--- src/sv/rtrm_pkg.sv ---
`timescale 1ns / 1ps
`default_nettype none
// ----------------------------------------------------------------------------
// rtrm_pkg
// Shared types and constants of the radio transmit rate meter.
// ----------------------------------------------------------------------------
package rtrm_pkg;

	localparam int unsigned HEADER_BYTES_DEF  = 3;
	localparam int unsigned MESSAGE_BYTES_DEF = 25;

	localparam int unsigned NUM_CNT    = 8;
	localparam int unsigned CNT_IDX_W  = $clog2(NUM_CNT);
	localparam int unsigned CNT_W      = 32;
	localparam int unsigned CMD_W      = 3;
	localparam int unsigned LEN_W      = 8;
	localparam int unsigned WIN_W      = 16;
	localparam int unsigned CFG_IDX_W  = 2;
	localparam int unsigned CFG_DATA_W = 16;

	// delta * 1000 + elapsed / 2 stays below 2^42
	localparam int unsigned DIV_W      = 42;
	localparam int unsigned DIV_CNT_W  = $clog2(DIV_W);
	localparam int unsigned SCALE_W    = 10;

	// message count by reciprocal multiply, exact for 8-bit lengths and packs up to 64 bytes
	localparam int unsigned MSG_SHIFT  = 16;
	localparam int unsigned MSG_PROD_W = LEN_W + MSG_SHIFT;

	localparam logic [SCALE_W-1:0] RATE_SCALE = SCALE_W'(1000);
	localparam logic [WIN_W-1:0]   WIN_RESET  = WIN_W'(1000);

	typedef enum logic [CMD_W-1:0] {
		CMD_LEGACY = 3'd0,
		CMD_EXT    = 3'd1,
		CMD_BEACON = 3'd2,
		CMD_NAN    = 3'd3,
		CMD_TIME   = 3'd4
	} cmd_t;

	typedef enum logic [CFG_IDX_W-1:0] {
		CFG_EXT_ADV_EN = 2'd0,
		CFG_BEACON_EN  = 2'd1,
		CFG_NAN_EN     = 2'd2,
		CFG_WIN_LEN    = 2'd3
	} cfg_reg_t;

	typedef enum logic [2:0] {
		ST_IDLE,
		ST_DECODE,
		ST_MUL,
		ST_ADD,
		ST_RATE_DIV,
		ST_DONE
	} state_t;

	typedef struct packed {
		logic             start;
		logic [DIV_W-1:0] dividend;
		logic [CNT_W-1:0] divisor;
	} div_req_t;

	typedef struct packed {
		logic             done;
		logic [DIV_W-1:0] quotient;
	} div_rsp_t;

endpackage
`default_nettype wire

--- src/sv/rtrm_in_if.sv ---
`timescale 1ns / 1ps
`default_nettype none
// ----------------------------------------------------------------------------
// rtrm_in_if
// Input channel: frame events and time samples.
// ----------------------------------------------------------------------------
interface rtrm_in_if;
	import rtrm_pkg::*;

	logic             valid;
	logic             ready;
	logic [CMD_W-1:0] command;
	logic [LEN_W-1:0] frame_length;
	logic [CNT_W-1:0] time_ms;

	modport source (output valid, output command, output frame_length, output time_ms,
		input ready);
	modport sink (input valid, input command, input frame_length, input time_ms,
		output ready);
endinterface
`default_nettype wire

--- src/sv/rtrm_out_if.sv ---
`timescale 1ns / 1ps
`default_nettype none
// ----------------------------------------------------------------------------
// rtrm_out_if
// Result channel: window-closed flag and the eight latest rates.
// ----------------------------------------------------------------------------
interface rtrm_out_if;
	import rtrm_pkg::*;

	logic             valid;
	logic             ready;
	logic             window_closed;
	logic [CNT_W-1:0] legacy_frame_rate;
	logic [CNT_W-1:0] legacy_message_rate;
	logic [CNT_W-1:0] ext_frame_rate;
	logic [CNT_W-1:0] ext_message_rate;
	logic [CNT_W-1:0] beacon_frame_rate;
	logic [CNT_W-1:0] beacon_message_rate;
	logic [CNT_W-1:0] nan_frame_rate;
	logic [CNT_W-1:0] nan_message_rate;

	modport source (output valid, output window_closed,
		output legacy_frame_rate, output legacy_message_rate,
		output ext_frame_rate, output ext_message_rate,
		output beacon_frame_rate, output beacon_message_rate,
		output nan_frame_rate, output nan_message_rate,
		input ready);
	modport sink (input valid, input window_closed,
		input legacy_frame_rate, input legacy_message_rate,
		input ext_frame_rate, input ext_message_rate,
		input beacon_frame_rate, input beacon_message_rate,
		input nan_frame_rate, input nan_message_rate,
		output ready);
endinterface
`default_nettype wire

--- src/sv/radio_tx_rate_meter_core.sv ---
`timescale 1ns / 1ps
`default_nettype none
// ----------------------------------------------------------------------------
// radio_tx_rate_meter_core
// Frame and message counters with windowed per-second rates on four channels.
// ----------------------------------------------------------------------------
// One item is in work at a time and every item returns exactly one result.
// A frame on any channel, an unused command or a time sample that leaves the
// window open passes through the decode and done states only. A time sample
// that closes the window works through eight rates, each with a multiply
// state, an add state and a division by the single shared restoring divider
// (42 quotient steps and the done flag), the division skipped when the
// elapsed time is zero. A finished result sits in an output register, so
// the next item is taken while it waits; that item then holds in its done
// state until the register is free.
module radio_tx_rate_meter_core #(
	parameter int unsigned HEADER_BYTES  = rtrm_pkg::HEADER_BYTES_DEF,
	parameter int unsigned MESSAGE_BYTES = rtrm_pkg::MESSAGE_BYTES_DEF
) (
	input  wire logic                            clk,
	input  wire logic                            arst_n,
	input  wire logic                            cfg_we,
	input  wire logic [rtrm_pkg::CFG_IDX_W-1:0]  cfg_index,
	input  wire logic [rtrm_pkg::CFG_DATA_W-1:0] cfg_wdata,
	rtrm_in_if.sink                              in_ch,
	rtrm_out_if.source                           out_ch
);
	import rtrm_pkg::*;

	localparam int unsigned MSG_RECIP = ((1 << MSG_SHIFT) + MESSAGE_BYTES - 1) / MESSAGE_BYTES;

	// configuration
	logic             ext_en_q;
	logic             beacon_en_q;
	logic             nan_en_q;
	logic [WIN_W-1:0] win_len_q;

	// item registers
	logic [CMD_W-1:0] cmd_q;
	logic [LEN_W-1:0] len_q;
	logic [CNT_W-1:0] time_q;
	logic [CNT_W-1:0] elapsed_q;

	// meter state
	logic [CNT_W-1:0] totals_q   [NUM_CNT];
	logic [CNT_W-1:0] open_tot_q [NUM_CNT];
	logic [CNT_W-1:0] rates_q    [NUM_CNT];
	logic [CNT_W-1:0] open_time_q;

	// sequencer
	state_t               state_q;
	state_t               state_n;
	logic [CNT_IDX_W-1:0] idx_q;
	logic                 closed_q;
	logic [DIV_W-1:0]     product_q;
	logic [CNT_W-1:0]     delta_q;

	// result register
	logic             out_valid_q;
	logic             out_closed_q;
	logic [CNT_W-1:0] out_rates_q [NUM_CNT];

	// combinational
	logic             in_xfer;
	logic             out_free;
	logic             frame_go;
	logic             close_go;
	logic             elapsed_zero;
	logic             idx_last;
	logic [CNT_W-1:0] delta_c;
	logic [CNT_W-1:0] rate_sat;
	logic             rate_wr;
	logic [CNT_W-1:0] rate_val;
	logic [CNT_IDX_W-1:0] frame_idx;
	logic [LEN_W-1:0]      pack_len;
	logic [MSG_PROD_W-1:0] msg_prod;
	logic [LEN_W-1:0]      msg_cnt;
	div_req_t         div_req;
	div_rsp_t         div_rsp;

	rtrm_divider u_div (
		.clk    (clk),
		.arst_n (arst_n),
		.req    (div_req),
		.rsp    (div_rsp)
	);

	assign in_ch.ready  = (state_q == ST_IDLE);
	assign in_xfer      = in_ch.valid && (state_q == ST_IDLE);
	assign out_free     = !out_valid_q || out_ch.ready;
	assign elapsed_zero = (elapsed_q == '0);
	assign idx_last     = (idx_q == CNT_IDX_W'(NUM_CNT - 1));
	assign close_go     = (elapsed_q >= CNT_W'(win_len_q));
	assign delta_c      = totals_q[idx_q] - open_tot_q[idx_q];
	assign rate_sat     = (div_rsp.quotient[DIV_W-1:CNT_W] != '0) ? '1
		: div_rsp.quotient[CNT_W-1:0];
	assign frame_idx    = {cmd_q[1:0], 1'b0};

	// short packs below the header give no messages
	assign pack_len = (len_q >= LEN_W'(HEADER_BYTES)) ? len_q - LEN_W'(HEADER_BYTES) : '0;
	assign msg_prod = MSG_PROD_W'(pack_len) * MSG_PROD_W'(MSG_RECIP);
	assign msg_cnt  = msg_prod[MSG_PROD_W-1:MSG_SHIFT];

	always_comb begin
		unique case (cmd_q)
			CMD_EXT:    frame_go = ext_en_q;
			CMD_BEACON: frame_go = beacon_en_q;
			CMD_NAN:    frame_go = nan_en_q;
			default:    frame_go = 1'b0;
		endcase
	end

	// next state
	always_comb begin
		state_n = state_q;
		unique case (state_q)
			ST_IDLE: begin
				if (in_ch.valid) state_n = ST_DECODE;
			end
			ST_DECODE: begin
				if ((cmd_q == CMD_TIME) && close_go) begin
					state_n = ST_MUL;
				end else begin
					state_n = ST_DONE;
				end
			end
			ST_MUL: begin
				state_n = ST_ADD;
			end
			ST_ADD: begin
				if (!elapsed_zero) begin
					state_n = ST_RATE_DIV;
				end else begin
					state_n = idx_last ? ST_DONE : ST_MUL;
				end
			end
			ST_RATE_DIV: begin
				if (div_rsp.done) state_n = idx_last ? ST_DONE : ST_MUL;
			end
			ST_DONE: begin
				if (out_free) state_n = ST_IDLE;
			end
			default: state_n = ST_IDLE;
		endcase
	end

	// sequencer outputs
	always_comb begin
		div_req.start    = 1'b0;
		div_req.dividend = '0;
		div_req.divisor  = elapsed_q;
		rate_wr          = 1'b0;
		rate_val         = delta_q;
		unique case (state_q)
			ST_ADD: begin
				div_req.start    = !elapsed_zero;
				div_req.dividend = product_q + DIV_W'(elapsed_q >> 1);
				div_req.divisor  = elapsed_q;
				// zero elapsed time passes the raw delta
				rate_wr          = elapsed_zero;
			end
			ST_RATE_DIV: begin
				div_req.divisor = elapsed_q;
				rate_wr         = div_rsp.done;
				rate_val        = rate_sat;
			end
			default: begin
			end
		endcase
	end

	always_ff @(posedge clk or negedge arst_n) begin
		if (!arst_n) begin
			state_q <= ST_IDLE;
		end else begin
			state_q <= state_n;
		end
	end

	always_ff @(posedge clk or negedge arst_n) begin
		if (!arst_n) begin
			ext_en_q    <= 1'b0;
			beacon_en_q <= 1'b0;
			nan_en_q    <= 1'b0;
			win_len_q   <= WIN_RESET;
		end else if (cfg_we) begin
			unique case (cfg_index)
				CFG_EXT_ADV_EN: ext_en_q    <= cfg_wdata[0];
				CFG_BEACON_EN:  beacon_en_q <= cfg_wdata[0];
				CFG_NAN_EN:     nan_en_q    <= cfg_wdata[0];
				CFG_WIN_LEN:    win_len_q   <= cfg_wdata[WIN_W-1:0];
				default: begin
				end
			endcase
		end
	end

	always_ff @(posedge clk) begin
		if (in_xfer) begin
			cmd_q     <= in_ch.command;
			len_q     <= in_ch.frame_length;
			time_q    <= in_ch.time_ms;
			elapsed_q <= in_ch.time_ms - open_time_q;
		end
		if (state_q == ST_MUL) begin
			delta_q   <= delta_c;
			product_q <= DIV_W'(delta_c) * DIV_W'(RATE_SCALE);
		end
	end

	always_ff @(posedge clk or negedge arst_n) begin
		if (!arst_n) begin
			for (int i = 0; i < NUM_CNT; i++) begin
				totals_q[i]   <= '0;
				open_tot_q[i] <= '0;
				rates_q[i]    <= '0;
			end
			open_time_q <= '0;
			idx_q       <= '0;
			closed_q    <= 1'b0;
		end else begin
			if (in_xfer) begin
				idx_q    <= '0;
				closed_q <= 1'b0;
			end
			if ((state_q == ST_DECODE) && (cmd_q == CMD_LEGACY)) begin
				totals_q[0] <= totals_q[0] + CNT_W'(1);
				totals_q[1] <= totals_q[1] + CNT_W'(1);
			end
			if ((state_q == ST_DECODE) && frame_go) begin
				totals_q[frame_idx]        <= totals_q[frame_idx] + CNT_W'(1);
				totals_q[frame_idx | 3'd1] <= totals_q[frame_idx | 3'd1]
					+ CNT_W'(msg_cnt);
			end
			if (rate_wr) begin
				rates_q[idx_q]    <= rate_val;
				open_tot_q[idx_q] <= totals_q[idx_q];
				idx_q             <= idx_q + CNT_IDX_W'(1);
				if (idx_last) begin
					open_time_q <= time_q;
					closed_q    <= 1'b1;
				end
			end
		end
	end

	// result register
	always_ff @(posedge clk or negedge arst_n) begin
		if (!arst_n) begin
			out_valid_q <= 1'b0;
		end else if ((state_q == ST_DONE) && out_free) begin
			out_valid_q <= 1'b1;
		end else if (out_ch.ready) begin
			out_valid_q <= 1'b0;
		end
	end

	always_ff @(posedge clk) begin
		if ((state_q == ST_DONE) && out_free) begin
			out_closed_q <= closed_q;
			for (int i = 0; i < NUM_CNT; i++) begin
				out_rates_q[i] <= rates_q[i];
			end
		end
	end

	assign out_ch.valid               = out_valid_q;
	assign out_ch.window_closed       = out_closed_q;
	assign out_ch.legacy_frame_rate   = out_rates_q[0];
	assign out_ch.legacy_message_rate = out_rates_q[1];
	assign out_ch.ext_frame_rate      = out_rates_q[2];
	assign out_ch.ext_message_rate    = out_rates_q[3];
	assign out_ch.beacon_frame_rate   = out_rates_q[4];
	assign out_ch.beacon_message_rate = out_rates_q[5];
	assign out_ch.nan_frame_rate      = out_rates_q[6];
	assign out_ch.nan_message_rate    = out_rates_q[7];

endmodule
`default_nettype wire

--- src/sv/rtrm_divider.sv ---
`timescale 1ns / 1ps
`default_nettype none
// ----------------------------------------------------------------------------
// rtrm_divider
// Restoring divider, one quotient bit per cycle, shared by all divisions.
// ----------------------------------------------------------------------------
module rtrm_divider (
	input  wire logic               clk,
	input  wire logic               arst_n,
	input  wire rtrm_pkg::div_req_t req,
	output rtrm_pkg::div_rsp_t      rsp
);
	import rtrm_pkg::*;

	logic                 busy_q;
	logic                 done_q;
	logic [DIV_CNT_W-1:0] cnt_q;
	logic [CNT_W-1:0]     rem_q;
	logic [DIV_W-1:0]     quo_q;
	logic [CNT_W-1:0]     div_q;

	logic [CNT_W:0]       rem_sh;
	logic                 q_bit;
	logic [CNT_W-1:0]     rem_n;

	always_comb begin
		rem_sh = {rem_q, quo_q[DIV_W-1]};
		q_bit  = (rem_sh >= {1'b0, div_q});
		rem_n  = q_bit ? CNT_W'(rem_sh - {1'b0, div_q}) : rem_sh[CNT_W-1:0];
	end

	always_ff @(posedge clk or negedge arst_n) begin
		if (!arst_n) begin
			busy_q <= 1'b0;
			done_q <= 1'b0;
			cnt_q  <= '0;
		end else begin
			done_q <= 1'b0;
			if (req.start) begin
				busy_q <= 1'b1;
				cnt_q  <= '0;
			end else if (busy_q) begin
				if (cnt_q == DIV_CNT_W'(DIV_W - 1)) begin
					busy_q <= 1'b0;
					done_q <= 1'b1;
				end else begin
					cnt_q <= cnt_q + DIV_CNT_W'(1);
				end
			end
		end
	end

	// dividend shifts out at the top while quotient bits shift in at the bottom
	always_ff @(posedge clk) begin
		if (req.start) begin
			rem_q <= '0;
			quo_q <= req.dividend;
			div_q <= req.divisor;
		end else if (busy_q) begin
			rem_q <= rem_n;
			quo_q <= {quo_q[DIV_W-2:0], q_bit};
		end
	end

	assign rsp.done     = done_q;
	assign rsp.quotient = quo_q;

endmodule
`default_nettype wire

--- src/flat_wrapper.sv ---
// flat-port wrapper written by rule: the top's interface ports become plain ports
module radio_tx_rate_meter_core_flat import rtrm_pkg::*;
#(
	parameter int unsigned HEADER_BYTES  = rtrm_pkg::HEADER_BYTES_DEF,
	parameter int unsigned MESSAGE_BYTES = rtrm_pkg::MESSAGE_BYTES_DEF
)
  (clk, arst_n, cfg_we, cfg_index, cfg_wdata, in_ch_valid, in_ch_command, in_ch_frame_length, in_ch_time_ms, in_ch_ready, out_ch_valid, out_ch_window_closed, out_ch_legacy_frame_rate, out_ch_legacy_message_rate, out_ch_ext_frame_rate, out_ch_ext_message_rate, out_ch_beacon_frame_rate, out_ch_beacon_message_rate, out_ch_nan_frame_rate, out_ch_nan_message_rate, out_ch_ready);
  rtrm_in_if in_ch_i ();
  rtrm_out_if out_ch_i ();
  input  wire logic clk;
  input  wire logic arst_n;
  input  wire logic cfg_we;
  input  wire logic [rtrm_pkg::CFG_IDX_W-1:0] cfg_index;
  input  wire logic [rtrm_pkg::CFG_DATA_W-1:0] cfg_wdata;
  input wire logic [$bits(in_ch_i.valid)-1:0] in_ch_valid;
  input wire logic [$bits(in_ch_i.command)-1:0] in_ch_command;
  input wire logic [$bits(in_ch_i.frame_length)-1:0] in_ch_frame_length;
  input wire logic [$bits(in_ch_i.time_ms)-1:0] in_ch_time_ms;
  output wire logic [$bits(in_ch_i.ready)-1:0] in_ch_ready;
  output wire logic [$bits(out_ch_i.valid)-1:0] out_ch_valid;
  output wire logic [$bits(out_ch_i.window_closed)-1:0] out_ch_window_closed;
  output wire logic [$bits(out_ch_i.legacy_frame_rate)-1:0] out_ch_legacy_frame_rate;
  output wire logic [$bits(out_ch_i.legacy_message_rate)-1:0] out_ch_legacy_message_rate;
  output wire logic [$bits(out_ch_i.ext_frame_rate)-1:0] out_ch_ext_frame_rate;
  output wire logic [$bits(out_ch_i.ext_message_rate)-1:0] out_ch_ext_message_rate;
  output wire logic [$bits(out_ch_i.beacon_frame_rate)-1:0] out_ch_beacon_frame_rate;
  output wire logic [$bits(out_ch_i.beacon_message_rate)-1:0] out_ch_beacon_message_rate;
  output wire logic [$bits(out_ch_i.nan_frame_rate)-1:0] out_ch_nan_frame_rate;
  output wire logic [$bits(out_ch_i.nan_message_rate)-1:0] out_ch_nan_message_rate;
  input wire logic [$bits(out_ch_i.ready)-1:0] out_ch_ready;
  assign in_ch_i.valid = in_ch_valid;
  assign in_ch_i.command = in_ch_command;
  assign in_ch_i.frame_length = in_ch_frame_length;
  assign in_ch_i.time_ms = in_ch_time_ms;
  assign in_ch_ready = in_ch_i.ready;
  assign out_ch_valid = out_ch_i.valid;
  assign out_ch_window_closed = out_ch_i.window_closed;
  assign out_ch_legacy_frame_rate = out_ch_i.legacy_frame_rate;
  assign out_ch_legacy_message_rate = out_ch_i.legacy_message_rate;
  assign out_ch_ext_frame_rate = out_ch_i.ext_frame_rate;
  assign out_ch_ext_message_rate = out_ch_i.ext_message_rate;
  assign out_ch_beacon_frame_rate = out_ch_i.beacon_frame_rate;
  assign out_ch_beacon_message_rate = out_ch_i.beacon_message_rate;
  assign out_ch_nan_frame_rate = out_ch_i.nan_frame_rate;
  assign out_ch_nan_message_rate = out_ch_i.nan_message_rate;
  assign out_ch_i.ready = out_ch_ready;
  radio_tx_rate_meter_core #(.HEADER_BYTES(HEADER_BYTES), .MESSAGE_BYTES(MESSAGE_BYTES)) u_core (.clk(clk), .arst_n(arst_n), .cfg_we(cfg_we), .cfg_index(cfg_index), .cfg_wdata(cfg_wdata), .in_ch(in_ch_i), .out_ch(out_ch_i));
endmodule
--- config.mk ---
export PLATFORM = sky130hd
export DESIGN_NAME = radio_tx_rate_meter_core_flat
export DESIGN_NICKNAME = d
export VERILOG_FILES = /design/src/sv/rtrm_pkg.sv /design/src/sv/rtrm_in_if.sv /design/src/sv/rtrm_out_if.sv /design/src/sv/radio_tx_rate_meter_core.sv /design/src/sv/rtrm_divider.sv /design/src/flat_wrapper.sv
export SDC_FILE = /design/constraint.sdc
export NUM_CORES = 2
export LEC_CHECK = 0
export ABC_AREA = 1
export BUFFER_PORTS_ARGS = -buffer_cell sky130_fd_sc_hd__clkbuf_2
export CORE_MARGIN = 2
export CORE_UTILIZATION = 30
export CTS_CLUSTER_SIZE = 10
export DETAILED_ROUTE_END_ITERATION = 12
export HOLD_SLACK_MARGIN = 0.1
export PLACE_DENSITY_LB_ADDON = 0.12
export SLEW_MARGIN = 20
export SYNTH_ARGS = -nofsm -noshare
export SYNTH_HDL_FRONTEND = slang
export SYNTH_HIERARCHICAL = 1
export SYNTH_SLANG_ARGS = --single-unit
export TNS_END_PERCENT = 30
--- constraint.sdc ---
create_clock -name clk -period 13.7 [get_ports clk]
set_input_delay 4.11 -clock clk [delete_from_list [all_inputs] [get_ports clk]]
set_output_delay 4.11 -clock clk [all_outputs]
set_load 0.02 [all_outputs]
==> flow_summary.ini <==
[placed_design]
hpwlAfterDp_microns = 184300
io_buffers = 324
gp_congestion = 0.9150

[detailed_routing]
wire_per_inst_microns = 20.68
drc = 0
vias_per_cell = 4.875
drtPass1Iterations = 8
drtIter0Drc = 4920
drt-total-wl_microns = 259200
vias = 61100
drtAntennaViolNets = 0

[critical_path]
cp_max_fo = 161
cp_slowest_cell = dfrtp_4
crit_required_ns = 14.26
criticalPathCategory = reg2reg
worstPathArrival_ns = 9.91
r2r-end = u_core/product_q[40]$_DFFE_PP_
r2r_slack_ns = 4.35
r2r_start = u_core/idx_q[0]$_DFFE_PN0P_
crit_path_start_kind = flip-flop
crit_buf_inv = 7
max_stage_delay_ns = 0.70
path_delay_family = adder cells
end_kind = flip-flop
reg2reg_depth = 30

[synthesis]
synthCells = 8954
yosys.cell_types.count = 59
synth_flop_cell = dfrtp_1
synth_compound_area_share_pct = 10.79
yosysTopAreaCell = dfrtp_1
syn_nets = 9433
avgSynthCellArea_sq_um = 8.242
ys_seq_elements = 1342
netlist_area_sq_um = 73790
synth_top_family_by_area = simple AND/OR/NAND/NOR gates
synth.top_cell.area_share_pct = 28.11
async_flop_share_pct = 62.22
synthMuxAreaShare_pct = 0
synthXorXnorAreaFrac_pct = 2.036
synth-adder-area-share_pct = 8.325
synth_edf_count = 475
synth_seq_area_share_pct = 48.52
yosysWarnings = 6
ys_top_cells_by_area = dfrtp_1, edfxtp_1, nand2_1, o21ai_0, ha_1
synth-simple-area-share_pct = 23.85

[sta]
fmax_ghz = 0.1070
hold_violations = 0
fin_crit_sh_pct = 68.22
tns_ns = 0
fin_worst_skew_ns = 0.1075
rsz0062_at_grt = no
min_period_ns = 9.347
worst-slew-pin-transition_ns = 1.122
drv_slew = 0
setup_violations = 0
slew_headroom_pct = 24.81

[clock_tree]
cts_tree = built
clkLatencyLatePin_ns = 0.88
ctsHoldBuffers = 0
ctsResizeCount = 0
cts_root_buf = clkbuf_16
clkTransAtPathRegs_ns = 0.06
max-clock-path-buffers = 3
cts_buffers = 166
cts_setup_buffers = 0
cts_max_level = 4
clock-sinks = 1342

[layout]
area_delta_synth_final_pct = 13.94
drive_gt1_share_pct = 8.613
final_cell_mix = nand2_1, o21ai_0, nor2_1
nFillCells = 25720
final_common_cell = nand2_1
fin_nets = 9652

[worst_hold_path]
hold_depth = 0
min_from = u_core/rates_q[40]$_DFFE_PN0P_
min_to = u_core/out_rates_q[1][72]$_DFFE_PP_
min_path_type = reg2reg

[floorplanning]
design.core.area_sq_um = 245300
dieArea_sq_um = 250000
ios = 325
die_w_microns = 500.0
num_rows = 182
die-height_microns = 500.0
floorplan.initialDensity_pct = 30.09

[global_route]
grt_usage_pct = 20.46
grt_start_max_net_pins = 162
grt_pass1_wl_microns = 390200
antenna_found_initial = 8
overflow = 0
first_global_vias = 59630

[status]
status = completed

[flow_run]
maxCapViolCount = 0
[cells in the mapped netlist (all sizes together) (2+ instances only)]
cell	count
o21bai	24
and2	5
xor2	130
a21o	13
fa	130
nor2	883
o211ai	11
buf	122
o2111ai	2
edfxtp	475
nand4	95
or2	38
o21a	10
nand3	359
a21oi	339
a21boi	12
nor4	14
nor3	76
a31oi	4
nand3b	32
dfstp	6
o21ai	981
dfrtp	829
nand2	2817
ha	283
o22ai	69
o32ai	30
a221oi	5
dfxtp	32
inv	846
and3	5
clkbuf	229
nor3b	2
xnor2	39
[layout make-up]
type                    instances  area (sq um)  share of cell area, %
flip-flops and latches       1342         35810                  42.59
multi-input cells            6414         33370                  39.69
clock buffers                 265          4676                  5.561
well taps                    3220          4029                  4.792
inverters                     847          3194                  3.799
repair buffers                402          2330                  2.771
clock inverters                42         659.4                 0.7842
diodes                          3         7.507               0.008929
[logic make-up (layout without fill, tap and decap cells)]
logic type,Yosys count,after routing
DFF,1342,1342
xor gates and xnor gates,169,169
and+or+nand+nor,4328,4328
AOI/OAI and AO/OA,1504,1504
adders and majority gates,413,413
buffers and inverters,1198,1556
other,0,3
[worst reg2reg max path: cells and delay by family, from the launching register on]
| kind | cells | cell delay (ns) |
|---|---|---|
| simple gates | 12 | 2.08 |
| flops | 1 | 0.70 |
| buf+inv | 7 | 1.77 |
| compound gates | 4 | 0.93 |
| fa+ha+maj | 6 | 3.00 |
| xor+xnor | 1 | 0.62 |
[per-stage QoR]
stage / setup WS [ns] / utilization, % / std cells / cell area [sq um] / hold slack [ns]
floorplan: 2.375 / - / 8954 / 73800 / 0.4253
finish: 4.353 / 34.28 / 12540 / 84080 / 0.4134
CTS: 4.389 / 34.27 / 12530 / 84040 / 0.4065
detailed placement: 4.409 / 32.09 / 12220 / 78710 / 0.4305
global placement: 4.461 / 32.09 / 12220 / 78710 / 0.4295
global route: 3.695 / 34.28 / 12530 / 84080 / 0.4278
[routing by layer]
metal  global-route usage, %  up-vias  share of wire (%)
met3                   2.912      323                4.9
met5                       0        -              0.012
met4                   5.395        6                2.6
li1                        -    29590                  -
met1                   28.37    29570                 46
met2                   33.34     1618                 46
[worst max-delay path by stage]
| stage | startpoint | end | cells past startpoint |
|---|---|---|---|
| final | u_core/idx_q[0]$_DFFE_PN0P_ | u_core/product_q[40]$_DFFE_PP_ | 30 |
| after global routing | u_core/idx_q[0]$_DFFE_PN0P_ | u_core/product_q[40]$_DFFE_PP_ | 30 |
| after CTS | u_core/idx_q[0]$_DFFE_PN0P_ | u_core/product_q[40]$_DFFE_PP_ | 31 |
| after detailed placement | u_core/idx_q[0]$_DFFE_PN0P_ | u_core/product_q[40]$_DFFE_PP_ | 31 |
| after global placement | u_core/idx_q[0]$_DFFE_PN0P_ | u_core/product_q[40]$_DFFE_PP_ | 31 |
| after floorplan | out_ch_ready | u_core/out_ch.window_closed$_DFFE_PP_ | 2 |
[sequential cells by signal, summed over array words and instances (netlist names), 16 cells and up]
register and flops:
u_core/rates_q 256, u_core/open_tot_q 256, u_core/u_div/rem_q 32, u_core/u_div/div_q 32, u_core/totals_q 256, u_core/time_q 32, u_core/out_rates_q 256, u_core/delta_q 32
u_core/open_time_q 32, u_core/product_q 37, u_core/u_div/quo_q 42, u_core/win_len_q 16, u_core/elapsed_q 32
Power is left out: the tool's default activity adds up to more than one toggle a clock period on the data nets, which glitch-free logic cannot reach.
